### src/hw/rtl/mti_ram.sv
`default_nettype none
module mti_ram #(
  parameter int WIDTH = 32,
  parameter int DEPTH = 16,
  localparam int AW = (DEPTH > 1) ? $clog2(DEPTH) : 1
) (
  input  wire logic             clk,
  input  wire logic             we,
  input  wire logic [AW-1:0]    waddr,
  input  wire logic [WIDTH-1:0] wdata,
  input  wire logic [AW-1:0]    raddr,
  output logic      [WIDTH-1:0] rdata
);

  logic [WIDTH-1:0] mem [DEPTH];
  logic [WIDTH-1:0] rdata_r;

  always_ff @(posedge clk) begin
    if (we) begin
      mem[waddr] <= wdata;
    end
    rdata_r <= mem[raddr];
  end

  assign rdata = rdata_r;

endmodule
`default_nettype wire

### config.mk
export PLATFORM = sky130hd
export DESIGN_NAME = mti_ram
export DESIGN_NICKNAME = d
export VERILOG_FILES = /design/src/hw/rtl/mti_ram.sv
export SDC_FILE = /design/constraint.sdc
export NUM_CORES = 1
export LEC_CHECK = 0
export ABC_AREA = 1
export BUFFER_PORTS_ARGS = -buffer_cell sky130_fd_sc_hd__buf_2
export CORE_MARGIN = 8
export CORE_UTILIZATION = 40
export CTS_BUF_LIST = sky130_fd_sc_hd__clkbuf_8
export DETAILED_ROUTE_END_ITERATION = 12
export PLACE_DENSITY = 0.57
export RECOVER_POWER = 100
export SETUP_SLACK_MARGIN = 0.15
export SYNTH_ARGS = -nofsm -noshare
export SYNTH_HDL_FRONTEND = slang
export SYNTH_SLANG_ARGS = --single-unit
### constraint.sdc
create_clock -name clk -period 5.4 [get_ports clk]
set_clock_uncertainty 0.1 [all_clocks]
set_input_delay 0 -clock clk [delete_from_list [all_inputs] [get_ports clk]]
set_output_delay 0 -clock clk [all_outputs]
set_load 0.02 [all_outputs]
# Word-level counts from Yosys, hierarchy flattened

Memories as Yosys holds them, arrays and structs flattened. A register that Yosys moved wholly into a read port is not among the register bits.
Cells that the tools add are included.

Bits in registers: 0
RAM bits: 512
Input port bits: 42
Output and inout bits: 32
Logic and storage cells: 3
Memories kept: 1

Memory list:

| memory | words | bits a word | rd ports | clocked after memory_dff | write ports | RTL line | source |
|---|---|---|---|---|---|---|---|
| mem    | 16    | 32          | 1        | 1                        | 1           | 15       | `logic [WIDTH-1:0] mem [DEPTH];` |

Mux-type cells: 2

Operators with widths:

| cell              | count |
|---|---|
| 1-bit two-way mux | 2 |

# Depth between registers and ports, before layout

Gate-level depths: netlist of run 1.

Word-level depth: 2
Mapped depth: 10
Gate-level depth less buffers: 7

# Worst setup path before layout of run 1

Ideal clock, no wire load.

Path kind: input-to-reg
Start point: input port waddr[2]
End point: memory mem[10][0] (enable)
Setup time: 421 ps
Data arrival time: 1572 ps
Data required time: 4879 ps
Setup slack: 3307 ps
Stages on the path: 2
Path buffers: 0
Path through: nand3b_1 > nor2_1

RTL lines:

| what        | RTL line | source |
|---|---|---|
| from (decl) | 9        | `input wire logic [AW-1:0] waddr,` |
| to (decl)   | 15       |  |

No word-level cell before the write port.

# Final worst setup path of run 1

Start point: input port waddr[3]
End point: memory mem[7][7] (enable)

No word-level cell before the write port.

==> summary.md, run 1 <==
| Metric | Value |
|---|---|
| Placed cell count | `2870` |
| PortBufs | `73` |
| Synth-to-Final Area Change | `12.72%` |
| DIE AREA | `64710 sq um` |
| ANT nets after route | `0` |
| Global Route Usage Sum | `17.04%` |
| # rows | `87` |
| Final setup margin | `1.459 ns` |
| Commonest cells post-synth | `nand2_1 (677), edfxtp_1 (512), inv_1 (388)` |
| Most common cell in the netlist | `nand2_1` |
| Internal | `6.644 mW` |
| DP HPWL | `27850 um` |
| P per Cell Area | `341.1 nW/um^2` |
| Syn Std Cell Area | `22730 sq um` |
| Core Area | `56280 sq um` |
| Final WL | `54560 um` |
| Post-synth top area share | `67.64%` |
| Gr ovfl total | `0` |
| Max Slew Vio Count | `459` |
| CTS tree | `built` |
| Root buf cell | `clkbuf_8` |
| DRC violation count after routing | `0` |
| Failing checks | `hold timing, capacitance limit, slew limit` |
| Outcome | `finished with violations` |
| CTS buffer count | `92` |
| DR iter-0 viols | `973` |
| Sequential power share | `54.4%` |
| Yosys reg bits | `544` |
| Cells resized by post-CTS repair | `0` |
| Antenna violations before repair | `4` |
| Sequential-to-total area share from yosys stat | `70.46%` |
| First-pass GRT wire length | `84280 um` |
| Mapped Cells | `2120` |
| Max Cap Violations | `25` |
| Share of post-route cells with drive strength above 1 | `6.057%` |
| Placed Area | `23690 sq um` |
| Yosys top cell by area | `edfxtp_1` |
| Critical path endpoint category | `register` |
| Fin Hold WS | `-0.009501 ns` |
| Clk buf depth | `3` |
| DR vias | `14650` |
| Nature of the critical path startpoint | `input pin` |
| # IOs | `74` |
| Non-Filler Instances | `3088` |
| Asr flop ratio synth | `0%` |
| Worst Max-Slew Pin Slew | `3.064 ns` |
| Maximum vdd drop | `0.0001712 V` |
| CTS clk-pin slew, worst paths | `0.06 ns` |
| Initial Util | `40.39%` |
| Arrival time worst endpoint | `4.13 ns` |
| Post-layout nets | `2292` |
| Synth Flop Type | `edfxtp_1` |
| Net Sw Power | `2.096 mW` |
| Tcrit/Tclk final | `72.99%` |
| Dominant cells by area after synthesis | `edfxtp_1 (68%), nand2_1 (11%), nand3_1 (8.5%)` |
| Post-synth net total | `2162` |
| Worst slew margin | `-105.0%` |
| FILL cells | `5260` |
| H-tree depth | `3` |
| Clk_lat worst skew | `0.68 ns` |
| Sink Count | `544` |
| Final Hold Fails | `9` |
| Final-report setup violation count | `0` |
| Chip Width | `254.4 um` |
| RSZ-0062 raised after global routing | `no` |
| Synth warn | `0` |
| Sw frac | `23.99%` |
| HP Class | `in2reg` |
| Final Power | `8.740 mW` |
| Leakage | `10.86 nW` |
| Final Wtd Congestion | `0.7270` |
| Number of synthesized flops with an enable pin | `512` |
| First-pass iteration count of the detailed router | `5` |
| Fmax | `0.2537 GHz` |
| Crit path max fanout | `21` |
| Vias in the first global route | `14570` |
| WL per Instance | `17.67 um` |
| Combinational power share | `6.4%` |
| Largest net degree at the start of global routing | `179` |
| Die H | `254.4 um` |
| Fin area | `25620 sq um` |
| Synth unique cells | `15` |
| Clock power share | `39.2%` |
| Worst Path Required | `5.59 ns` |
| Setup TNS | `0 ns` |
| DP Worst Slack | `2.879 ns` |
| Syn Area/Cell | `10.72 sq um` |
| Post-layout minimum cycle time | `3.941 ns` |
| Vias per inst | `4.745` |
| Crit Path Class | `in2reg` |
worst paths after layout:
path                        start                   end  slack (ns)  cells past startpoint
max reg2reg   mem[6][3]$_DFFE_PP_      rdata[3]$_DFF_P_        3.27                      8
max                      waddr[3]   mem[7][7]$_DFFE_PP_        1.46                      5
min                      waddr[1]  mem[2][17]$_DFFE_PP_       -0.01                      3
min reg2reg  mem[3][29]$_DFFE_PP_     rdata[29]$_DFF_P_        0.56                      6
layout by cell type, fill, tap and decap left out, types with 6 or more instances in the layout:
cell	count
nand3_1	385
nand2_1	677
clkbuf_8	104
clkinv_1	17
edfxtp_1	512
nor2_1	15
clkbuf_1	80
inv_1	425
clkinv_2	6
dlygate4sd3_1	42
dfxtp_1	32
buf_4	11
buf_2	6
repair_timing:
item,CTS,global route
setup buffers,0,0
hold buffers,42,0
endpoints found under the hold margin,556,0
power groups by stage:
| stage | Sequential (mW) | Combinational, mW | Clock, mW |
|---|---|---|---|
| after global placement | 4.84 | 0.548 | 0 |
| after detailed placement | 4.84 | 0.555 | 0 |
| after CTS | 4.75 | 0.584 | 3.52 |
| final | 4.75 | 0.558 | 3.43 |
| after floorplan | 4.87 | 0.322 | 0 |
| after global routing | 4.76 | 0.625 | 3.70 |
cells by family after synthesis:
kind of cell / share of synthesized area [%]
buffers and inverters: 9.539
DFF: 70.46
and+or+nand+nor: 20.00
cell type report:
| type | instances | area [sq um] | area share (%) |
|---|---|---|---|
| diodes | 4 | 10.01 | 0.03907 |
| clock buffers | 103 | 1418 | 5.533 |
| clock inverters | 69 | 329.1 | 1.284 |
| inverters | 390 | 1474 | 5.753 |
| multi-input cells | 1081 | 4562 | 17.81 |
| flip-flops and latches | 544 | 16020 | 62.51 |
| well taps | 756 | 945.9 | 3.692 |
| repair buffers | 141 | 867.1 | 3.384 |
sequential cells by signal (all words and copies together) (netlist names):
signal,flops
mem,512
rdata,32
critical path, cell delays in order:
cell and delay (ns):
dlygate4sd3_1 0.60, clkbuf_1 0.16, nand3b_1 0.26, nor2_1 2.28
clkbuf_1 0.82
routing by layer:
layer / global-route usage [%] / up-vias / wire length (um)
met4: 5.360 / 0 / 1033
met3: 3.484 / 68 / 3292
li1: - / 7129 / -
met1: 22.89 / 7061 / 24580
met2: 27.66 / 394 / 25660
met5: 0 / - / 0
through the flow:
stage / utilization (%) / hold slack, ns
after floorplan: - / -0.001131
after global placement: 42.09 / 0.2873
after detailed placement: 42.09 / 0.2908
after CTS: 45.94 / 0.009442
after global routing: 45.51 / -0.03086
final: 45.53 / -0.009501
(Power assumes the default switching activity.)
==> inputs of run 2 (changes only) <==
- ABC_AREA: 1 -> 0
- PLACE_DENSITY: 0.57 -> 0.6
- clock period: 5.4 -> 3.53 ns (I/O delays scaled with it)
==> summary.md, run 2 <==
| Metric | Value |
|---|---|
| Outcome | `finished with violations (unchanged)` |
| Failing checks | `capacitance limit, slew limit (was hold timing, capacitance limit, slew limit)` |
| Max stage delay on crit path | `2.02 ns (was 2.28 ns)` |
| Stages on worst setup path | `5 (unchanged)` |
| Sink Count | `544 (unchanged)` |
| # IOs | `74 (unchanged)` |
| Fmax | `0.3367 GHz` |
| Tcrit/Tclk final | `84.14%` |
| DR vias | `9224 (was 14650)` |
| Max Cap Violations | `9 (was 25)` |
| CTS buffer count | `86 (was 92)` |
| Post-synth net total | `880 (was 2162)` |
| Root buf cell | `clkbuf_8 (unchanged)` |
| Worst Path Required | `3.61 ns (was 5.59 ns)` |
| Flop-to-flop setup slack | `1.70 ns (was 3.27 ns)` |
| Nature of the critical path startpoint | `input pin (unchanged)` |
| Syn Area/Cell | `23.69 sq um (was 10.72 sq um)` |
| Crit path max fanout | `32 (was 21)` |
| Asr flop ratio synth | `0% (unchanged)` |
| Share of post-route cells with drive strength above 1 | `25.16% (was 6.057%)` |
| R2r startpoint | `mem[3][1]$_DFFE_PP_ (was mem[6][3]$_DFFE_PP_)` |
| H-tree depth | `3 (unchanged)` |
| Vias per inst | `5.226 (was 4.745)` |
| Synth warn | `0 (unchanged)` |
| RSZ-0062 raised after global routing | `no (unchanged)` |
| Core Area | `48950 sq um (was 56280 sq um)` |
| Die H | `238.8 um (was 254.4 um)` |
| Largest net degree at the start of global routing | `59 (was 179)` |
| Critical R2R Capture | `rdata[1]$_DFF_P_ (was rdata[3]$_DFF_P_)` |
| Post-synth top area share | `77.44% (was 67.64%)` |
| Most frequent cells in the layout | `edfxtp_1 (512), mux4_2 (128), clkbuf_8 (92) (was nand2_1 (677), edfxtp_1 (512), inv_1 (425))` |
| Crit path max-delay family | `buffers and inverters (was simple AND/OR/NAND/NOR gates)` |
| Synth unique cells | `18 (was 15)` |
| Util after Layout | `47.21% (was 45.53%)` |
| Final WL | `41700 um (was 54560 um)` |
| Dominant cells by area after synthesis | `edfxtp_1 (77%), mux4_2 (15%), dfxtp_1 (3.2%) (was edfxtp_1 (68%), nand2_1 (11%), nand3_1 (8.5%))` |
| Fin Hold WS | `0.1621 ns (was -0.009501 ns)` |
| Final Wtd Congestion | `0.6784 (was 0.7270)` |
| Arrival time worst endpoint | `3.05 ns (was 4.13 ns)` |
| Antenna violations before repair | `0 (was 4)` |
| Crit Path Class | `in2reg (unchanged)` |
| CP Capture Point | `mem[12][31]$_DFFE_PP_ (was mem[7][7]$_DFFE_PP_)` |
| DRC violation count after routing | `0 (unchanged)` |
| Clk_lat worst skew | `0.64 ns (was 0.68 ns)` |
| Final setup margin | `0.5599 ns (was 1.459 ns)` |
| Most common cell in the netlist | `edfxtp_1 (was nand2_1)` |
| Sequential-to-total area share from yosys stat | `80.67% (was 70.46%)` |
| DIE AREA | `57020 sq um (was 64710 sq um)` |
| Max reg flops | `512 (unchanged)` |
| Post-CTS Repair Setup Buffers | `0 (unchanged)` |
| DR iter-0 viols | `779 (was 973)` |
| Commonest non-fill, non-tap cell in the layout | `edfxtp_1 (was nand2_1)` |
| Global Route Usage Sum | `14.73% (was 17.04%)` |
| Synth Flop Type | `edfxtp_1 (unchanged)` |
| WL per Instance | `23.63 um (was 17.67 um)` |
| Chip Width | `238.8 um (was 254.4 um)` |
| Critical path endpoint category | `register (unchanged)` |
| Commonest cells post-synth | `edfxtp_1 (512), mux4_2 (128), a22oi_1 (64) (was nand2_1 (677), edfxtp_1 (512), inv_1 (388))` |
| Critical path launch point | `waddr[3] (unchanged)` |
| Max Slew Vio Count | `190 (was 459)` |
| ANT cells | `0 (was 4)` |
| Largest reg by FF count | `mem (unchanged)` |
| Number of synthesized flops with an enable pin | `512 (unchanged)` |
| Leakage | `7.419 nW (was 10.86 nW)` |
| HP Class | `in2reg (unchanged)` |
| Clk buf depth | `3 (unchanged)` |
| Critical path's slowest cell | `clkbuf_1 (was nor2_1)` |
| Top layer reached by signal wires | `met4 (unchanged)` |
| Worst Max-Slew Pin Slew | `2.826 ns (was 3.064 ns)` |
| Final-report setup violation count | `0 (unchanged)` |
| ANT nets after route | `0 (unchanged)` |
| Setup TNS | `0 ns (unchanged)` |
| DP HPWL | `22220 um (was 27850 um)` |
| Yosys top cell by area | `edfxtp_1 (unchanged)` |
| P per Cell Area | `565.3 nW/um^2 (was 341.1 nW/um^2)` |
| Maximum vdd drop | `0.0002355 V (was 0.0001712 V)` |
| CTS tree | `built (unchanged)` |
| R2R depth | `4 (was 8)` |
| First-pass iteration count of the detailed router | `4 (was 5)` |
| Vias in the first global route | `10020 (was 14570)` |
| Initial Util | `40.56% (was 40.39%)` |
| CTS clk-pin slew, worst paths | `0.06 ns (about the same)` |
| # rows | `81 (was 87)` |
| Met2 wire length | `19560 um (was 25660 um)` |
| Gr ovfl total | `0 (unchanged)` |
| Syn Std Cell Area | `19850 sq um (was 22730 sq um)` |
| Mapped Cells | `838 (was 2120)` |
| Final Hold Fails | `0 (was 9)` |
| Cell mode on critical path | `clkbuf_1 (unchanged)` |
| M1 WL | `18930 um (was 24580 um)` |
| Yosys reg bits | `544 (unchanged)` |
| DP Worst Slack | `1.379 ns (was 2.879 ns)` |
| Worst slew margin | `-88.37% (was -105.0%)` |
| Crit-path cells | `dlygate4sd3_1 -> clkbuf_1 -> nand3_1 -> nor3_2 -> clkbuf_1 (was dlygate4sd3_1 -> clkbuf_1 -> nand3b_1 -> nor2_1 -> clkbuf_1)` |
| PortBufs | `73 (unchanged)` |
| Buf+Inv Stages, Crit Path | `3 (unchanged)` |
| Post-layout minimum cycle time | `2.970 ns` |
| First-pass GRT wire length | `62820 um (was 84280 um)` |
| Met3 Routed Length | `2458 um (was 3292 um)` |
| Post-layout nets | `1071 (was 2292)` |
| Synth-to-Final Area Change | `16.39% (was 12.72%)` |
## run 2: power breakdown
| part | switching [mW] | leakage (nW) | total (mW) | internal [mW] |
|---|---|---|---|---|
| Sequential | 0.0410 | 4.89 | 7.27 | 7.23 |
| Combinational | 0.414 | 1.54 | 0.682 | 0.268 |
| Clock | 2.36 | 0.989 | 5.11 | 2.75 |
| Total | 2.81 | 7.42 | 13.1 | 10.2 |
## run 2: worst min path at each step
stage,cells after the start,slack (ns),start,endpoint
6_report,3,0.16,waddr[2],mem[14][22]$_DFFE_PP_
5_1_grt,3,0.19,waddr[2],mem[14][22]$_DFFE_PP_
4_1_cts,3,0.03,waddr[2],mem[15][25]$_DFFE_PP_
3_5_place_dp,1,0.29,wdata[27],mem[8][27]$_DFFE_PP_
3_3_place_gp,1,0.27,wdata[25],mem[12][25]$_DFFE_PP_
2_1_floorplan,0,-0.001,wdata[0],mem[0][0]$_DFFE_PP_
## run 2: metal layers
metal  up-vias  GRT usage [%]
met1      4921          20.54
met3        64          3.412
li1       3968              -
met4         0          4.913
met2       271          22.76
met5         -              0
## run 2: timing repair
| action | in CTS | in global routing |
|---|---|---|
| gates resized for setup | 0 | 0 |
| hold endpoints to repair | 562 | 0 |
| hold buffers | 41 | 0 |
## run 2: stage by stage
step	cell area (sq um)	power, mW	instances
after floorplan	19850	7.791	838
after global placement	21240	8.072	1564
after detailed placement	21240	8.084	1564
after CTS	23320	13.26	1765
after global routing	23110	13.54	1765
final	23110	13.06	1765
## run 2: layout make-up
class	count	area (sq um)
multi-input combinational	251	3672
clock inverter	69	417.9
fill	4086	25840
timing repair buffer	146	918.4
tap	664	830.8
sequential	544	16020
clock buffer	91	1252
## run 2: kinds of logic (layout without fill, tap and decap cells)
family                 count (synthesis)  in the layout  synth area share [%]
AO/OA/AOI/OAI                         64             64                 2.420
multiplexers                         128            128                 14.52
AND/OR/NAND/NOR                       59             59                 1.273
flip-flops                           544            544                 80.67
buffers and inverters                 43            306                 1.122
## run 2: tightest hold or removal path: stages
cell and delay, ns:
buf_2 0.12, nand3_1 0.17, nor2_1 0.34
==> inputs of run 3 (changes only) <==
- PLACE_DENSITY: 0.6 -> 0.58
- clock period: 3.53 -> 3 ns (I/O delays scaled with it)
==> summary.md, run 3 (same netlist as run 2, synthesis figures left out) <==
| Metric | Value |
|---|---|
| Most frequent cells in the layout | `edfxtp_1 (512), mux4_2 (128), clkbuf_8 (103) (was edfxtp_1 (512), mux4_2 (128), clkbuf_8 (92))` |
| Gr ovfl total | `0 (unchanged)` |
| Fin area | `23290 sq um (was 23110 sq um)` |
| Nature of the critical path startpoint | `input pin (unchanged)` |
| First-pass iteration count of the detailed router | `5 (was 4)` |
| Sink Count | `544 (unchanged)` |
| Final setup margin | `0.3745 ns (was 0.5599 ns)` |
| ANT nets after route | `0 (unchanged)` |
| Vias per inst | `5.204 (was 5.226)` |
| Post-layout nets | `1076 (was 1071)` |
| HP Class | `in2reg (unchanged)` |
| CTS buffer count | `90 (was 86)` |
| Worst Max-Slew Pin Slew | `1.653 ns (was 2.826 ns)` |
| Critical path endpoint category | `register (unchanged)` |
| Max Cap Violations | `2 (was 9)` |
| Initial Util | `40.56% (unchanged)` |
| Crit path max fanout | `13 (was 32)` |
| Global Route Usage Sum | `15.27% (was 14.73%)` |
| Post-layout minimum cycle time | `2.625 ns` |
| Placed cell count | `1568 (was 1564)` |
| Synth-to-Final Area Change | `17.29% (was 16.39%)` |
| Sequential power share | `54.7% (was 55.6%)` |
| H-tree depth | `3 (unchanged)` |
| PortBufs | `73 (unchanged)` |
| DR iter-0 viols | `798 (was 779)` |
| Critical path's slowest cell | `dlygate4sd3_1 (was clkbuf_1)` |
| Internal | `12.20 mW (was 10.25 mW)` |
| DRC violation count after routing | `0 (unchanged)` |
| Worst Path Required | `3.17 ns (was 3.61 ns)` |
| Clk buf depth | `3 (unchanged)` |
| Clock power share | `40.0% (was 39.1%)` |
| Final WL | `42530 um (was 41700 um)` |
| P per Cell Area | `671.4 nW/um^2 (was 565.3 nW/um^2)` |
| Worst slew margin | `-10.19% (was -88.37%)` |
| Share of post-route cells with drive strength above 1 | `27.64% (was 25.16%)` |
| Vias in the first global route | `10150 (was 10020)` |
| WL per Instance | `24.00 um (was 23.63 um)` |
| Leakage | `7.458 nW (was 7.419 nW)` |
| Non-Filler Instances | `1772 (was 1765)` |
| Setup TNS | `0 ns (unchanged)` |
| Commonest non-fill, non-tap cell in the layout | `edfxtp_1 (unchanged)` |
| Util after Layout | `47.57% (was 47.21%)` |
| Clk_lat worst skew | `0.64 ns (about the same)` |
| Chip Width | `238.8 um (unchanged)` |
| Final Wtd Congestion | `0.7030 (was 0.6784)` |
| Final-report setup violation count | `0 (unchanged)` |
| DIE AREA | `57020 sq um (unchanged)` |
| # IOs | `74 (unchanged)` |
| Largest net degree at the start of global routing | `42 (was 59)` |
| Net Sw Power | `3.434 mW (was 2.814 mW)` |
| Max stage delay on crit path | `0.70 ns (was 2.02 ns)` |
| # rows | `81 (unchanged)` |
| DP Worst Slack | `1.033 ns (was 1.379 ns)` |
| Arrival time worst endpoint | `2.79 ns (was 3.05 ns)` |
| Sw frac | `21.96% (was 21.54%)` |
| DP HPWL | `23630 um (was 22220 um)` |
| Tcrit/Tclk final | `87.52%` |
| Core Area | `48950 sq um (unchanged)` |
| First-pass GRT wire length | `64780 um (was 62820 um)` |
| Fmax | `0.3809 GHz` |
| CTS tree | `built (unchanged)` |
| Crit-path cells | `dlygate4sd3_1 -> clkbuf_1 -> or3b_2 -> dlygate4sd3_1 -> nor2_4 -> clkbuf_1 (was dlygate4sd3_1 -> clkbuf_1 -> nand3_1 -> nor3_2 -> clkbuf_1)` |
| Outcome | `finished with violations (unchanged)` |
| DR vias | `9222 (was 9224)` |
| Die H | `238.8 um (unchanged)` |
| Maximum vdd drop | `0.0002951 V (was 0.0002355 V)` |
| CTS clk-pin slew, worst paths | `0.07 ns (was 0.06 ns)` |
| Largest reg by FF count | `mem (unchanged)` |
| Max Slew Vio Count | `36 (was 190)` |
| Final Hold Fails | `0 (unchanged)` |
| Crit Path Class | `in2reg (unchanged)` |
| Fin Hold WS | `0.01570 ns (was 0.1621 ns)` |
| Antenna violations before repair | `1 (was 0)` |
| Root buf cell | `clkbuf_8 (unchanged)` |
| Max reg flops | `512 (unchanged)` |
| Placed Area | `21330 sq um (was 21240 sq um)` |
| Combinational power share | `5.2% (about the same)` |
| RSZ-0062 raised after global routing | `no (unchanged)` |
| Final Power | `15.63 mW (was 13.06 mW)` |
| Failing checks | `capacitance limit, slew limit (unchanged)` |
[run 3: changes by cell type in the layout (fill, tap and decap cells not counted), sizes merged]
cell / previous run / this run
buf: 21 / 20
bufinv: 5 / 3
clkbuf: 175 / 191
clkinv: 18 / 34
clkinvlp: 5 / 2
diode: 0 / 1
dlygate4sd3: 41 / 38
inv: 41 / 24
[run 3: what timing repair did]
action | in CTS | in global routing
resized for setup | 0 | 0
buffers inserted | 0 | 0
hold buffers | 39 | 0
hold endpoints to repair | 569 | 0
setup endpoints to repair | 0 | 1
[run 3: path summary, 6_finish.rpt]
kind	startpoint	to	slack, ns	cells after the start
min reg2reg	mem[15][0]$_DFFE_PP_	rdata[0]$_DFF_P_	0.55	3
max reg2reg	mem[3][24]$_DFFE_PP_	rdata[24]$_DFF_P_	1.10	4
max	waddr[3]	mem[3][1]$_DFFE_PP_	0.37	6
min	waddr[0]	mem[1][22]$_DFFE_PP_	0.02	3
[run 3: final cells by class]
| type | count | area, sq um |
|---|---|---|
| clock inverters | 63 | 349.1 |
| diodes | 1 | 2.502 |
| repair buffers | 147 | 942.2 |
| multi-input cells | 251 | 3744 |
| well taps | 664 | 830.8 |
| flip-flops and latches | 544 | 16020 |
| fillers | 4076 | 25660 |
| clock buffers | 102 | 1404 |
[run 3: critical path: cells and delay by family]
family / cells / cell delay, ns
buffers and inverters: 4 / 1.86
and+or+nand+nor: 2 / 0.93
[run 3: routing by layer]
metal,track usage [%],share of wire [%]
met5,0,0
met1,21.85,46
met2,23.43,47
met4,5.080,2.0
met3,2.928,5.0
[run 3: power by group through the flow]
stage | sequential [mW] | combinational, mW | clock, mW
6_report | 8.56 | 0.821 | 6.25
5_1_grt | 8.57 | 0.898 | 6.75
4_1_cts | 8.56 | 0.871 | 6.43
3_5_place_dp | 8.71 | 0.827 | 0
3_3_place_gp | 8.71 | 0.817 | 0
2_1_floorplan | 8.76 | 0.409 | 0
